===== src/rtl/del_pkg.sv =====
// Shared constants, codes and controller/datapath handshake types for the
// double-ended list engine. No dependencies.
`timescale 1ns / 1ps

package del_pkg;

    // Slot arithmetic wraps by truncation, so CAPACITY must be a power of two.
    localparam int CAPACITY = 16;
    localparam int SLOT_W   = $clog2(CAPACITY);
    localparam int CNT_W    = $clog2(CAPACITY + 1);

    localparam int DATA_W = 32;
    localparam int POS_W  = 4;
    localparam int KIND_W = 3;
    localparam int STAT_W = 2;
    localparam int FIND_W = 4;
    localparam int OCNT_W = 5;

    // Stream packing: byte-padded tdata, tuser carries the kind / status code.
    localparam int S_TDATA_W = ((DATA_W + POS_W + 7) / 8) * 8;
    localparam int M_TDATA_W = ((DATA_W + FIND_W + OCNT_W + 7) / 8) * 8;
    localparam int S_TUSER_W = KIND_W;
    localparam int M_TUSER_W = STAT_W;

    localparam logic [CNT_W-1:0]         CAP_CNT   = CNT_W'(CAPACITY);
    localparam logic signed [DATA_W-1:0] DATA_FAIL = -32'sd1;

    typedef enum logic [KIND_W-1:0] {
        KIND_PUSH_BACK  = 3'd0,
        KIND_POP_BACK   = 3'd1,
        KIND_PUSH_FRONT = 3'd2,
        KIND_POP_FRONT  = 3'd3,
        KIND_READ       = 3'd4,
        KIND_FIND       = 3'd5,
        KIND_REVERSE    = 3'd6
    } kind_t;

    typedef enum logic [STAT_W-1:0] {
        STAT_OK        = 2'd0,
        STAT_EMPTY     = 2'd1,
        STAT_FULL      = 2'd2,
        STAT_NOT_FOUND = 2'd3
    } status_t;

    typedef struct packed {
        logic load;   // capture the input beat
        logic exec;   // run the operation once
        logic scan;   // one search step
        logic emit;   // move the result into the output register
    } del_cmd_t;

    typedef struct packed {
        logic is_find;
        logic scan_done;
    } del_stat_t;

endpackage


===== src/rtl/del_dpath.sv =====
// Datapath: entry memory, end pointers, count, orientation flag, search
// scan and the output register. Depends on del_pkg.
`timescale 1ns / 1ps

module del_dpath
    import del_pkg::*;
(
    input  logic                     clk,
    input  logic                     rst_n,
    input  del_cmd_t                 cmd,
    output del_stat_t                stat,
    input  kind_t                    in_kind,
    input  logic signed [DATA_W-1:0] in_value,
    input  logic [POS_W-1:0]         in_position,
    output logic signed [DATA_W-1:0] data_out,
    output logic [FIND_W-1:0]        found_index,
    output logic [OCNT_W-1:0]        count,
    output status_t                  status
);

    logic signed [DATA_W-1:0] mem [CAPACITY];

    kind_t                    op_kind_reg;
    logic signed [DATA_W-1:0] op_value_reg;
    logic [POS_W-1:0]         op_pos_reg;

    logic [SLOT_W-1:0] front_reg, front_next;
    logic [CNT_W-1:0]  count_reg, count_next;
    logic              rev_reg, rev_next;

    logic signed [DATA_W-1:0] rd_data_reg;
    logic [CNT_W-1:0]         scan_idx_reg, scan_idx_next;
    logic [POS_W-1:0]         cmp_idx_reg, cmp_idx_next;
    logic                     cmp_valid_reg, cmp_valid_next;

    logic signed [DATA_W-1:0] res_data_reg, res_data_next;
    logic [FIND_W-1:0]        res_found_reg, res_found_next;
    status_t                  res_status_reg, res_status_next;
    logic                     res_mem_reg, res_mem_next;

    logic signed [DATA_W-1:0] out_data_reg;
    logic [FIND_W-1:0]        out_found_reg;
    logic [OCNT_W-1:0]        out_count_reg;
    status_t                  out_status_reg;

    logic              at_bottom, from_bottom, full, empty, match, scan_more;
    logic [SLOT_W-1:0] slot_top, slot_last, rd_lslot;
    logic [CNT_W-1:0]  rd_idx;
    logic              wr_en, rd_en;
    logic [SLOT_W-1:0] wr_addr, rd_addr;

    assign at_bottom   = (op_kind_reg == KIND_PUSH_FRONT) != rev_reg;
    assign from_bottom = (op_kind_reg == KIND_POP_FRONT) != rev_reg;
    assign full        = count_reg >= CAP_CNT;
    assign empty       = count_reg == '0;
    assign slot_top    = front_reg + count_reg[SLOT_W-1:0];
    assign slot_last   = slot_top - SLOT_W'(1);

    // logical index -> physical slot
    assign rd_idx   = cmd.scan ? scan_idx_reg : CNT_W'(op_pos_reg);
    assign rd_lslot = rev_reg ? front_reg + SLOT_W'(count_reg - CNT_W'(1) - rd_idx)
                              : front_reg + SLOT_W'(rd_idx);

    assign match     = cmp_valid_reg && (rd_data_reg == op_value_reg);
    assign scan_more = scan_idx_reg < count_reg;

    assign stat.is_find   = op_kind_reg == KIND_FIND;
    assign stat.scan_done = match || !scan_more;

    always_comb
    begin
        front_next      = front_reg;
        count_next      = count_reg;
        rev_next        = rev_reg;
        scan_idx_next   = scan_idx_reg;
        cmp_idx_next    = cmp_idx_reg;
        cmp_valid_next  = cmp_valid_reg;
        res_data_next   = res_data_reg;
        res_found_next  = res_found_reg;
        res_status_next = res_status_reg;
        res_mem_next    = res_mem_reg;
        wr_en           = 1'b0;
        wr_addr         = front_reg;
        rd_en           = 1'b0;
        rd_addr         = front_reg;

        if (cmd.exec)
        begin
            res_data_next   = '0;
            res_found_next  = '0;
            res_status_next = STAT_OK;
            res_mem_next    = 1'b0;
            unique case (op_kind_reg)
                KIND_PUSH_BACK, KIND_PUSH_FRONT:
                begin
                    if (full)
                    begin
                        res_status_next = STAT_FULL;
                    end
                    else
                    begin
                        wr_en      = 1'b1;
                        count_next = count_reg + CNT_W'(1);
                        if (at_bottom)
                        begin
                            front_next = front_reg - SLOT_W'(1);
                            wr_addr    = front_reg - SLOT_W'(1);
                        end
                        else
                        begin
                            wr_addr = slot_top;
                        end
                    end
                end
                KIND_POP_BACK, KIND_POP_FRONT:
                begin
                    if (empty)
                    begin
                        res_data_next   = DATA_FAIL;
                        res_status_next = STAT_EMPTY;
                    end
                    else
                    begin
                        rd_en        = 1'b1;
                        res_mem_next = 1'b1;
                        count_next   = count_reg - CNT_W'(1);
                        if (from_bottom)
                        begin
                            rd_addr    = front_reg;
                            front_next = front_reg + SLOT_W'(1);
                        end
                        else
                        begin
                            rd_addr = slot_last;
                        end
                    end
                end
                KIND_READ:
                begin
                    if (CNT_W'(op_pos_reg) < count_reg)
                    begin
                        rd_en        = 1'b1;
                        rd_addr      = rd_lslot;
                        res_mem_next = 1'b1;
                    end
                    else
                    begin
                        res_data_next   = DATA_FAIL;
                        res_status_next = STAT_EMPTY;
                    end
                end
                KIND_FIND:
                begin
                    scan_idx_next  = CNT_W'(op_pos_reg);
                    cmp_valid_next = 1'b0;
                end
                KIND_REVERSE:
                begin
                    rev_next = !rev_reg;
                end
                default:
                begin
                end
            endcase
        end

        // one read issued per cycle, compare runs one entry behind
        if (cmd.scan)
        begin
            priority if (match)
            begin
                res_found_next  = cmp_idx_reg;
                res_status_next = STAT_OK;
                cmp_valid_next  = 1'b0;
            end
            else if (scan_more)
            begin
                rd_en          = 1'b1;
                rd_addr        = rd_lslot;
                cmp_idx_next   = scan_idx_reg[POS_W-1:0];
                cmp_valid_next = 1'b1;
                scan_idx_next  = scan_idx_reg + CNT_W'(1);
            end
            else
            begin
                res_found_next  = '0;
                res_status_next = STAT_NOT_FOUND;
                cmp_valid_next  = 1'b0;
            end
        end
    end

    // entry store
    always_ff @(posedge clk)
    begin
        if (wr_en)
        begin
            mem[wr_addr] <= op_value_reg;
        end
        if (rd_en)
        begin
            rd_data_reg <= mem[rd_addr];
        end
    end

    always_ff @(posedge clk or negedge rst_n)
    begin
        if (!rst_n)
        begin
            front_reg     <= '0;
            count_reg     <= '0;
            rev_reg       <= 1'b0;
            cmp_valid_reg <= 1'b0;
            res_mem_reg   <= 1'b0;
        end
        else
        begin
            front_reg     <= front_next;
            count_reg     <= count_next;
            rev_reg       <= rev_next;
            cmp_valid_reg <= cmp_valid_next;
            res_mem_reg   <= res_mem_next;
        end
    end

    // payload registers
    always_ff @(posedge clk)
    begin
        if (cmd.load)
        begin
            op_kind_reg  <= in_kind;
            op_value_reg <= in_value;
            op_pos_reg   <= in_position;
        end
        scan_idx_reg   <= scan_idx_next;
        cmp_idx_reg    <= cmp_idx_next;
        res_data_reg   <= res_data_next;
        res_found_reg  <= res_found_next;
        res_status_reg <= res_status_next;
        if (cmd.emit)
        begin
            out_data_reg   <= res_mem_reg ? rd_data_reg : res_data_reg;
            out_found_reg  <= res_found_reg;
            out_count_reg  <= OCNT_W'(count_reg);
            out_status_reg <= res_status_reg;
        end
    end

    assign data_out    = out_data_reg;
    assign found_index = out_found_reg;
    assign count       = out_count_reg;
    assign status      = out_status_reg;

endmodule


===== src/rtl/del_ctrl.sv =====
// Controller: sequences accept, execute, search scan and result hand-off.
// Depends on del_pkg.
`timescale 1ns / 1ps

module del_ctrl
    import del_pkg::*;
(
    input  logic      clk,
    input  logic      rst_n,
    input  logic      in_valid,
    output logic      in_ready,
    output logic      out_valid,
    input  logic      out_ready,
    input  del_stat_t stat,
    output del_cmd_t  cmd
);

    typedef enum logic [1:0] {
        ST_IDLE,
        ST_EXEC,
        ST_SCAN,
        ST_EMIT
    } state_t;

    state_t state_reg, state_next;
    logic   out_valid_reg, out_valid_next;

    always_comb
    begin
        cmd.load = (state_reg == ST_IDLE) && in_valid;
        cmd.exec = state_reg == ST_EXEC;
        cmd.scan = state_reg == ST_SCAN;
        cmd.emit = (state_reg == ST_EMIT) && (!out_valid_reg || out_ready);
    end

    always_comb
    begin
        state_next = state_reg;
        unique case (state_reg)
            ST_IDLE: if (in_valid) state_next = ST_EXEC;
            ST_EXEC: state_next = stat.is_find ? ST_SCAN : ST_EMIT;
            ST_SCAN: if (stat.scan_done) state_next = ST_EMIT;
            ST_EMIT: if (cmd.emit) state_next = ST_IDLE;
            default: state_next = ST_IDLE;
        endcase

        out_valid_next = out_valid_reg;
        priority if (cmd.emit)
        begin
            out_valid_next = 1'b1;
        end
        else if (out_ready)
        begin
            out_valid_next = 1'b0;
        end
    end

    always_ff @(posedge clk or negedge rst_n)
    begin
        if (!rst_n)
        begin
            state_reg     <= ST_IDLE;
            out_valid_reg <= 1'b0;
        end
        else
        begin
            state_reg     <= state_next;
            out_valid_reg <= out_valid_next;
        end
    end

    assign in_ready  = state_reg == ST_IDLE;
    assign out_valid = out_valid_reg;

endmodule


===== src/rtl/double_ended_list_engine.sv =====
// Top level of the double-ended list engine: stream ports, controller and
// datapath. Depends on del_pkg, del_ctrl, del_dpath.
`timescale 1ns / 1ps

// Bounded double-ended list of CAPACITY signed 32-bit words.
// Input channel (s_*): one beat per operation. s_tuser carries the operation
//   kind; s_tdata carries the word to push or search for and the position.
// Output channel (m_*): exactly one result beat per input beat, in order.
//   m_tuser carries the status code; m_tdata carries the popped/read word,
//   the search hit index and the entry count after the operation.
// Sequence: push, pop, read, reverse and the unused kind pass from accept to
//   m_tvalid through accept, execute with at most one memory access, load output.
//   A search scans one stored entry per cycle through the single memory read
//   port, compare one entry behind the read, from position up to the count.
//   s_tready returns high the cycle after the result is loaded, so one item
//   is in work at a time.
// The result sits in an output register: while the receiver stalls the
//   engine still accepts and executes the next beat, and holds only at the
//   point of loading its own result.
// Reset: list empty, orientation normal, no result pending. The entry store
//   itself is not cleared; only written slots are ever read.
// Reverse flips an orientation flag; no data moves.

module double_ended_list_engine
    import del_pkg::*;
(
    input  logic                 clk,
    input  logic                 rst_n,
    input  logic                 s_tvalid,
    output logic                 s_tready,
    input  logic [S_TDATA_W-1:0] s_tdata,   // value[31:0], position[35:32], zero pad
    input  logic [S_TUSER_W-1:0] s_tuser,   // kind[2:0]
    output logic                 m_tvalid,
    input  logic                 m_tready,
    output logic [M_TDATA_W-1:0] m_tdata,   // data_out[31:0], found_index[35:32],
                                            // count[40:36], zero pad
    output logic [M_TUSER_W-1:0] m_tuser    // status[1:0]
);

    del_cmd_t  cmd;
    del_stat_t stat;

    logic signed [DATA_W-1:0] data_out;
    logic [FIND_W-1:0]        found_index;
    logic [OCNT_W-1:0]        count;
    status_t                  status;

    del_ctrl u_ctrl (
        .clk       (clk),
        .rst_n     (rst_n),
        .in_valid  (s_tvalid),
        .in_ready  (s_tready),
        .out_valid (m_tvalid),
        .out_ready (m_tready),
        .stat      (stat),
        .cmd       (cmd)
    );

    del_dpath u_dpath (
        .clk         (clk),
        .rst_n       (rst_n),
        .cmd         (cmd),
        .stat        (stat),
        .in_kind     (kind_t'(s_tuser)),
        .in_value    (s_tdata[DATA_W-1:0]),
        .in_position (s_tdata[DATA_W+POS_W-1:DATA_W]),
        .data_out    (data_out),
        .found_index (found_index),
        .count       (count),
        .status      (status)
    );

    assign m_tdata = M_TDATA_W'({count, found_index, data_out});
    assign m_tuser = status;

endmodule


===== config.mk =====
export PLATFORM = sky130hd
export DESIGN_NAME = double_ended_list_engine
export DESIGN_NICKNAME = d
export VERILOG_FILES = /design/src/rtl/del_pkg.sv /design/src/rtl/del_dpath.sv /design/src/rtl/del_ctrl.sv /design/src/rtl/double_ended_list_engine.sv
export SDC_FILE = /design/constraint.sdc
export NUM_CORES = 1
export LEC_CHECK = 0
export BUFFER_PORTS_ARGS = -buffer_cell sky130_fd_sc_hd__clkbuf_2
export CORE_MARGIN = 2
export CORE_UTILIZATION = 35
export CTS_BUF_LIST = sky130_fd_sc_hd__clkbuf_4 sky130_fd_sc_hd__clkbuf_8 sky130_fd_sc_hd__clkbuf_16
export DETAILED_ROUTE_END_ITERATION = 8
export GPL_TIMING_DRIVEN = 0
export PLACE_DENSITY = 0.61
export SLEW_MARGIN = 20
export SYNTH_ARGS = -nofsm -noshare
export SYNTH_HDL_FRONTEND = slang
export SYNTH_SLANG_ARGS = --single-unit

===== constraint.sdc =====
create_clock -name clk -period 10.9 [get_ports clk]
set_clock_uncertainty 0.05 [all_clocks]
set_input_delay 0.545 -clock clk [delete_from_list [all_inputs] [get_ports clk]]
set_output_delay 0.545 -clock clk [all_outputs]
set_load 0.01 [all_outputs]

# [Word level (Yosys, flattened, before mapping)]
# Memory sizes are Yosys's and may differ from the RTL's. A register that Yosys moved wholly into a read port is not among the register bits.
# Index checks and enable logic that the tools add are counted.
[word_totals] regBits=144 ramBits=512 in_bits=47 mem_count=1
[op_classes] n_addsub=10 order_cmp=3 n_eq_ne=19 mux=67 n_bitwise=1 n_reduce_logical=23
[mem_list] name="u_dpath.mem" depth=16 word_bits=32 rd=1 rd_ports_with_merged_regs=1 write_ports=1 line_no="del_dpath.sv:21" rtl="logic signed [DATA_W-1:0] mem [CAPACITY];"
[ops] cell="32-bit 2-to-1 mux" count=3
[ops] cell="4-bit 2-to-1 mux" count=21
[ops] cell="32-bit case mux with 2 select lines" count=1
[ops] cell="5-bit 2-to-1 mux" count=7
[ops] cell="32-bit == test" count=1
[ops] cell="1-bit 2-to-1 mux" count=21
[ops] cell="2-bit 2-to-1 mux" count=8
[ops] cell="4-bit case mux with 2 select lines" count=2
[ops] cell="4-bit adder" count=3
[ops] cell="5-bit by 1-bit adder with 5-bit output (second input constant)" count=2
[ops] cell="2-bit inequality test (second input constant)" count=5
[ops] cell="5-bit case mux with 2 select lines" count=1
[ops] cell="3-bit == test (second input constant)" count=3
[ops] cell="2-bit case mux with 4 select lines" count=1
[ops] cell="2-bit nonzero test" count=4
[ops] cell="4-bit by 1-bit subtractor with 4-bit output (second input constant)" count=2
[ops] cell="3-bit by 2-bit == test with 1-bit output (second input constant)" count=2
[ops] cell="2-bit case mux with 3 select lines" count=1
[ops] cell="3-bit AND reduction" count=2
[ops] cell="6-bit AND reduction" count=1
[ops] cell="5-bit greater-or-equal comparator (second input constant)" count=1
[ops] cell="5-bit zero test" count=1
[ops] cell="4-bit by 5-bit < comparator with 1-bit output" count=1
[ops] cell="5-bit < comparator" count=1
[ops] cell="other kinds (18)" count=28

# [Longest topological paths before layout]
# Gate-level depths: netlist (run 1).
[logic_depth] ltp_word=11 depth_mapped=18

# [Cells and area by module]
# A second synthesis (run 1) with hierarchy kept.
[unflattened] hier_cells=1743 hier_area_um2=27391.3
[by_module_without_submodules] module="del_dpath" n_inst=1 cells_each=1710 area_each_um2=27079.7 seq_area_each_um2=19468.7
[by_module_without_submodules] module="del_ctrl" n_inst=1 cells_each=25 area_each_um2=255.2 seq_area_each_um2=75.1
[by_module_without_submodules] module="double_ended_list_engine" n_inst=1 cells_each=8 area_each_um2=56.3 seq_area_each_um2=0.0

# [Worst setup path before layout (run 1)]
# Ideal clock, no wire load.
[synth_timing] path_type="register to register" from="reg u_ctrl.state_reg[0]" to="reg u_dpath.rd_data_reg[10] (read register of u_dpath.mem) (data pin)" arrival_ns=3.606 required_time_ns=10.583 setup_slack_ns=6.977 stages_incl_launch_ff=19 n_path_buf=2 synth_period_minus_slack_ns=3.923 cell_sequence="dfrtp_1 inv_1 ha_1 clkbuf_1 mux2_2 fa_1 inv_1 ha_1 a21o_1 a21oi_1 xnor2_1 a21oi_1 xnor2_1 inv_1 a2bb2oi_1 buf_2 a21oi_1 a22oi_1 nand4_1"
[synth_between] elab_chain_len=11
[synth_rtl] item="from (decl)" line_no="del_ctrl.sv:25" rtl="state_t state_reg, state_next;"
[synth_rtl] item="from (signal assigned)" line_no="del_ctrl.sv:67" rtl="state_reg <= state_next;"
[synth_rtl] item="2-bit == test" line_no="del_ctrl.sv:32" rtl="cmd.scan = state_reg == ST_SCAN;"
[synth_rtl] item="4-bit 2-to-1 mux" line_no="del_dpath.sv:60" rtl="assign rd_idx = cmd.scan ? scan_idx_reg : CNT_W'(op_pos_reg);"
[synth_rtl] item="4-bit subtractor" line_no="del_dpath.sv:61" rtl="assign rd_lslot = rev_reg ? front_reg + SLOT_W'(count_reg - CNT_W'(1) - rd_idx)"
[synth_rtl] item="4-bit adder" line_no="del_dpath.sv:61"
[synth_rtl] item="4-bit 2-to-1 mux" line_no="del_dpath.sv:61"
[synth_rtl] item="4-bit 2-to-1 mux" line_no="del_dpath.sv:140" rtl="if (CNT_W'(op_pos_reg) < count_reg)"
[synth_rtl] item="4-bit case mux with 2 select lines" line_no="del_dpath.sv:93" rtl="unique case (op_kind_reg)"
[synth_rtl] item="4-bit 2-to-1 mux" line_no="del_dpath.sv:87" rtl="if (cmd.exec)"
[synth_rtl] item="4-bit 2-to-1 mux" line_no="del_dpath.sv:176" rtl="else if (scan_more)"
[synth_rtl] item="4-bit 2-to-1 mux" line_no="del_dpath.sv:170" rtl="priority if (match)"
[synth_rtl] item="4-bit 2-to-1 mux" line_no="del_dpath.sv:168" rtl="if (cmd.scan)"
[synth_rtl] item="to (decl)" line_no="del_dpath.sv:31" rtl="logic signed [DATA_W-1:0] rd_data_reg;"
# Parallel ways exist; a longest one is shown, timed or not.
# A chain may end at the register's enable or synchronous reset.

# [Worst setup path in the final report (run 1)]
[layout_timing] from="reg u_ctrl.state_reg[0]" to="reg u_dpath.rd_data_reg[27] (read register of u_dpath.mem) (data pin)"
# Same word-level chain as after synthesis.

==> results of run 1 <==
worst reg2reg max path, cell delays in order, from the launching register on:
cell and delay (ns):
dfrtp_1 0.42, inv_1 0.12, ha_1 0.15, clkbuf_1 0.36, mux2_2 0.44, fa_1 0.49
inv_1 0.06, ha_1 0.27, a21o_1 0.18, a21oi_1 0.17, xnor2_1 0.15, a21oi_1 0.11
xnor2_1 0.41, inv_1 0.12, o22ai_1 0.77, clkbuf_1 0.56, nand3_1 0.25, nand4_1 0.17
metal layers:
metal	wire, um	vias up	GRT usage
li1	-	7653	-
met1	31700	8677	0.260
met2	35600	819	0.312
met3	5890	149	0.0334
met4	2500	0	0.0649
met5	0	-	0
final timing paths:
kind	slack (ns)	from	to	cells after the start
max	5.54	u_ctrl.state_reg[0]	u_dpath.rd_data_reg[27]	17
min	0.03	s_tdata[23]	u_dpath.op_value_reg[23]	1
max reg2reg	5.54	u_ctrl.state_reg[0]	u_dpath.rd_data_reg[27]	17
min reg2reg	0.38	u_dpath.res_found_reg[3]	u_dpath.found_index[3]	0
max in group asynchronous	10.10	rst_n	u_ctrl.out_valid	2
min in group asynchronous	0.37	rst_n	u_dpath.front_reg[3]	2
area by class of cell:
class	instances	area [um^2]	area share
flip-flops and latches	657	19500	0.620
multi-input cells	1174	6540	0.208
clock inverters	42	450	0.0143
plain buffers	121	592	0.0188
well taps	978	1220	0.0388
repair buffers	117	1180	0.0376
clock buffers	86	1880	0.0596
inverters	29	109	0.00345
through the flow:
stage,utilization,total power [uW]
final,0.417,10400
after global routing,0.417,10900
after CTS,0.417,10400
after detailed placement,0.386,8020
after global placement,0.375,7850
after floorplan,-,6220
cell families (layout without fill, tap and decap cells):
| family | count (synthesis) | after routing |
|---|---|---|
| AND/OR/NAND/NOR | 786 | 786 |
| multiplexers | 38 | 38 |
| flip-flops | 657 | 657 |
| adder cells (fa/ha/maj) | 32 | 32 |
| buffers and inverters | 150 | 395 |
| XOR/XNOR | 60 | 60 |
| other | 1 | 7 |
| AO/OA/AOI/OAI | 251 | 251 |
Yosys cell counts, types with 2 or more instances:
cell type	instances	area share
edfxtp_1	631	0.71
nand2_1	471	0.066
nand3_1	210	0.039
a21oi_1	97	0.018
buf_2	59	0.011
o21ai_0	57	0.011
xnor2_1	48	0.016
nand4_1	41	0.0096
clkbuf_1	38	0.0054
mux2i_1	34	0.013
a22oi_1	32	0.0090
a32oi_1	30	0.0099
inv_1	28	0.0039
ha_1	27	0.013
nor2_1	26	0.0037
buf_4	15	0.0042
dfrtp_1	15	0.014
xor2_1	12	0.0039
dfxtp_1	11	0.0083
buf_1	8	0.0011
a21o_1	6	0.0017
and3_1	5	0.0012
fa_1	5	0.0038
nand2b_1	5	0.0012
nor3_1	5	0.00094
o22ai_1	5	0.0012
a31oi_1	4	0.00094
and2_1	4	0.00094
mux2_2	4	0.0017
nor2b_1	4	0.00094
nor3b_1	3	0.00085
o21ai_1	3	0.00056
a211oi_1	2	0.00056
nand3b_1	2	0.00056
nor4_1	2	0.00047
o41ai_1	2	0.00066
power by group through the flow:
stage                     combinational, uW  sequential, uW  clock (uW)
after floorplan                        2770            3450           0
after global placement                 4330            3520           0
after detailed placement               4510            3510           0
after CTS                              4530            3460        2440
after global routing                   4930            3490        2530
final                                  4580            3460        2400
==> results.yml, run 1 <==
logic_synthesis:
  synth_edf_count: 631
  synthCells: 1975
  synthArstFlopShare: 0.0228
  synthSimpleGateAreaFrac: 0.130
  synth_xor_area_frac: 0.0197
  synth_area_um2: 26600
  yosys.cell_types.count: 60
  synth-compound-area-share: 0.0593
  synthMuxAreaShare: 0.0145
  yosysWarnings: 0
  synthAdderAreaFrac: 0.0164
  synth-seq-cells: 657
  synthFlopType: "edfxtp_1"
  ys_seq_area_frac: 0.734
  syn_area_per_cell_um2: 13.5
  synth_top_family_by_area: "simple AND/OR/NAND/NOR gates"
sta:
  finalSetupViolations: 0
  rsz0062_at_grt: "no"
  drv_slew: 0
  worst_slew_pin_slew_ns: 1.03
  clock.fmax_mhz: 186
  period_share: 0.492
  max_slew_margin: 0.311
  period_needed_ns: 5.36
  fin_ws_ns: 5.54
  hold_slack_ns: 0.0335
  finalHoldViolations: 0
  setup_tns_ns: 0
clock_tree:
  cts_tree: "done"
  clk_pin_slew_ns: 0.06
  holdBufCountCts: 1
  cts_buffer_depth: 3
  h-tree-depth: 3
  ctsResizeCount: 0
  postCtsSetupRepairBufs: 0
  clock_sinks: 657
  cts_buffers: 70
  cts-root-buf: "clkbuf_16"
  clk_latency_ns: 0.64
pwr:
  p_sw_uw: 4440
  p_leak_uw: 0.0109
  seqPwrFrac: 0.332
  switching_share: 0.425
  vdd_drop_max_uv: 237
  internal-power_uw: 6000
  p_per_area_nw_per_um2: 331
  pwr-share-comb: 0.438
  clkPwrFrac: 0.230
critical_path:
  start_kind: "flop"
  cp.arrival_ns: 5.81
  crit_path_top_delay_cell: "o22ai_1"
  worstSetupPathType: "reg -> reg"
  crit_chain: "inv_1, ha_1, clkbuf_1, mux2_2, fa_1, inv_1, ha_1, a21o_1, a21oi_1, xnor2_1, a21oi_1, xnor2_1, inv_1, o22ai_1, clkbuf_1, nand3_1, nand4_1"
  worst_path_most_repeated_cell: "inv_1"
  worstPathMaxFanout: 10
  cpPeakStageDelay_ns: 0.77
  cp_top_family: "compound AO/OA/AOI/OAI gates"
  required_ns: 11.34
  cp-end-kind: "flop"
  crit_buf_inv: 5
layout:
  syn_to_final_growth_pct: 18.4
  insertedDiodeCount: 0
  drive_above_1_share: 0.153
  n_fill_cell: 6891
  final_common_cell: "edfxtp_1"
  nNetsFinal: 2249
  largest_reg_flops: 512
  design_area_um2: 31500
  top_register: "u_dpath.mem"
  final_cell_mix: "edfxtp_1, nand2_1, nand3_1"
  stdcell_count: 3204
routing:
  ant_nets: 0
  drt_iter0_drc: 2308
  wl_per_cell_um: 23.6
  viasPerCell: 5.40
  routed_wl_um: 75700
  drc: 0
  dr.pass1.iters: 6
  vias: 17300
grt:
  grt_pass1_wl_um: 111000
  grt_max_degree: 33
  grt-ovfl-total: 0
  first_global_vias: 17100
  antenna_found_initial: 1
  gr-usage-all-layers: 0.192
place:
  placedCellCount: 3074
  post-place-ws_ns: 5.65
  port_buffers: 87
  gp_congestion: 0.883
  dp_hpwl_um: 51200
  place_area_um2: 29200
floorplanning:
  core_um2: 75600
  dieWidth_um: 280
  rows: 101
  dieArea_um2: 78300
  ios: 99
  start_util: 0.352
  die_height_um: 280
run_status:
  status: "completed"
hold_path:
  hp-class: "in -> reg"
run:
  maxCapViolations: 0
Power figures use the tool's default switching activity.
==> run 2, diff against run 1 <==
ABC_AREA = 1   (was not set)
clock period = 4.95 ns   (was 10.9 ns; I/O delays follow)
==> results.yml, run 2 <==
sta:
  fin_ws_ns: 0.308
  clock.fmax_mhz: 215
  period_needed_ns: 4.64
  drv_slew: 0
  rsz0062_at_grt: "no"
  finalHoldViolations: 0
  period_share: 0.938
  finalSetupViolations: 0
  max_slew_margin: 0.358
  setup_tns_ns: 0
  worst_slew_pin_slew_ns: 0.963
layout:
  final_cell_mix: "edfxtp_1, nand3_1, nand2_1"
  top_register: "u_dpath.mem"
  drive_above_1_share: 0.128
  final_common_cell: "edfxtp_1"
  insertedDiodeCount: 0
  largest_reg_flops: 512
  syn_to_final_growth_pct: 17.6
  nNetsFinal: 3007
  utilization: 0.414
  design_area_um2: 34500
logic_synthesis:
  synthFlopType: "edfxtp_1"
  synthAdderAreaFrac: 0.0149
  synth_largest_area_cell: "edfxtp_1"
  synthSimpleGateAreaFrac: 0.205
  yosysWarnings: 0
  synth_area_um2: 29400
  synth_top_family_by_area: "simple AND/OR/NAND/NOR gates"
  synth_xor_area_frac: 0.0116
  synth_commonest_cells: "edfxtp_1, nand3_1, nand2_1"
  synthCells: 2701
  ys_seq_area_frac: 0.665
  synthMuxAreaShare: 0
  syn_area_per_cell_um2: 10.9
  yosys.cell_types.count: 46
  synth_edf_count: 631
  synthTopCellsByArea: "edfxtp_1, nand3_1, nand2_1"
  synth-compound-area-share: 0.0178
  synth-seq-cells: 657
  synth.top_cell.area_share: 0.645
  synthArstFlopShare: 0.0228
  yosys.cell_count.top_type: "edfxtp_1"
floorplanning:
  core_um2: 83400
  start_util: 0.352
  die_height_um: 294
  ios: 99
  dieWidth_um: 294
  rows: 106
  dieArea_um2: 86300
pwr:
  seqPwrFrac: 0.313
  pwr-share-comb: 0.471
  vdd_drop_max_uv: 413
  switching_share: 0.439
  power_uw: 24500
  clkPwrFrac: 0.216
  p_per_area_nw_per_um2: 710
  p_leak_uw: 0.0141
  p_sw_uw: 10800
  internal-power_uw: 13800
grt:
  globalRouteMet2Util: 0.315
  antenna_found_initial: 1
  top_usage_layer: "met2"
  grt_pass1_wl_um: 122000
  grtUsageMet1: 0.258
  first_global_vias: 19200
  grt-ovfl-total: 0
  grt_use_met3: 0.0282
  grt_max_degree: 32
  gr-usage-all-layers: 0.191
run_status:
  status: "completed"
clock_tree:
  clk_latency_ns: 0.63
  cts_buffers: 71
  cts_tree: "done"
  h-tree-depth: 3
  cts-root-buf: "clkbuf_16"
  clock_sinks: 657
  cts_buffer_depth: 3
  clk_pin_slew_ns: 0.06
  postCtsSetupRepairBufs: 0
routing:
  viasPerCell: 4.95
  ant_nets: 0
  wl_per_cell_um: 20.4
  vias: 20100
  routed_wl_um: 82600
  drt_iter0_drc: 2160
  dr.pass1.iters: 6
  drc: 0
hold_path:
  hp-class: "in -> reg"
critical_path:
  crit_chain: "inv_1, ha_1, clkbuf_2, o21ai_1, ha_1, inv_1, ha_1, fa_1, xnor2_1, o21ai_0, nand2_1, nand2_1, nand2_1, o211ai_1, o21ai_1, inv_2, buf_2, nand3_1, nand3_1, nand2_1"
  worst_path_most_repeated_cell: "nand2_1"
  required_ns: 5.25
  cp_top_family: "adder cells"
  crit_buf_inv: 5
  cp.arrival_ns: 4.94
  worstSetupPathType: "reg -> reg"
  start_kind: "flop"
  crit_path_top_delay_cell: "fa_1"
  cp-end-kind: "flop"
  cpPeakStageDelay_ns: 0.43
  worstPathMaxFanout: 10
place:
  port_buffers: 87
  post-place-ws_ns: -0.271
  dp_hpwl_um: 57000
  gp_congestion: 0.865
  place_area_um2: 31800
run:
  maxCapViolations: 0
==> run 2: power by group through the flow <==
stage | Clock, uW | Combinational [uW] | Sequential (uW)
after floorplan | 0 | 7170 | 7630
after global placement | 0 | 11100 | 7810
after detailed placement | 0 | 11400 | 7780
after CTS | 5380 | 11500 | 7670
after global routing | 5580 | 12600 | 7730
final | 5290 | 11600 | 7670
==> run 2: layer usage <==
metal  up-vias  wire, um
met1      9642     35100
met2       763     39300
met4         2      2190
met3       112      6010
met5         -        12
li1       9557         -
==> run 2: metrics by stage <==
stage | cells | hold WS (ns)
CTS | 4058 | 0.0385
global placement | 3874 | 0.181
global route | 4058 | 0.0838
detailed placement | 3894 | 0.184
floorplan | 2707 | -0.0981
finish | 4058 | 0.0689
==> run 2: final cells by class <==
class	instances	area (um^2)
Fill cell	7697	48900
Sequential cell	657	19500
Multi-Input combinational cell	1451	7490
Clock buffer	91	2020
Inverter	450	1690
Tap cell	1080	1350
Timing Repair Buffer	148	1320
Buffer	149	817
Clock inverter	32	309
==> run 2: cells by family (layout without fill, tap and decap cells) <==
| kind of cell | count (synthesis) | count (layout) |
|---|---|---|
| adder cells (fa/ha/maj) | 32 | 32 |
| flip-flops | 657 | 657 |
| AO/OA/AOI/OAI | 91 | 91 |
| XOR/XNOR | 39 | 39 |
| AND/OR/NAND/NOR | 1282 | 1282 |
| other | 1 | 7 |
| buffers and inverters | 599 | 870 |
==> run 2: path summary, 6_finish.rpt <==
kind	from	end	slack, ns	cells after the start
setup / recovery	u_ctrl.state_reg[0]	u_dpath.rd_data_reg[0]	0.31	20
hold / removal	s_tvalid	u_dpath.op_value_reg[24]	0.07	3
setup reg to reg	u_ctrl.state_reg[0]	u_dpath.rd_data_reg[0]	0.31	20
hold reg to reg	u_dpath.res_found_reg[0]	u_dpath.found_index[0]	0.38	0
max in group asynchronous	rst_n	u_ctrl.state_reg[0]	4.38	2
min in group asynchronous	rst_n	u_dpath.front_reg[0]	0.10	2
==> run 2: tightest hold or removal path, stage by stage <==
cell      delay [ns]
clkbuf_2        0.09
nand2_1         0.10
inv_4           0.10
==> run 2: what timing repair did <==
| item | 4_1_cts | 5_1_grt |
|---|---|---|
| gates resized for setup | 7 | 6 |
| hold endpoints to repair | 55 | 0 |
| pin swaps | 0 | 0 |
| endpoints found under the setup margin | 26 | 32 |
| hold buffers | 41 | 0 |
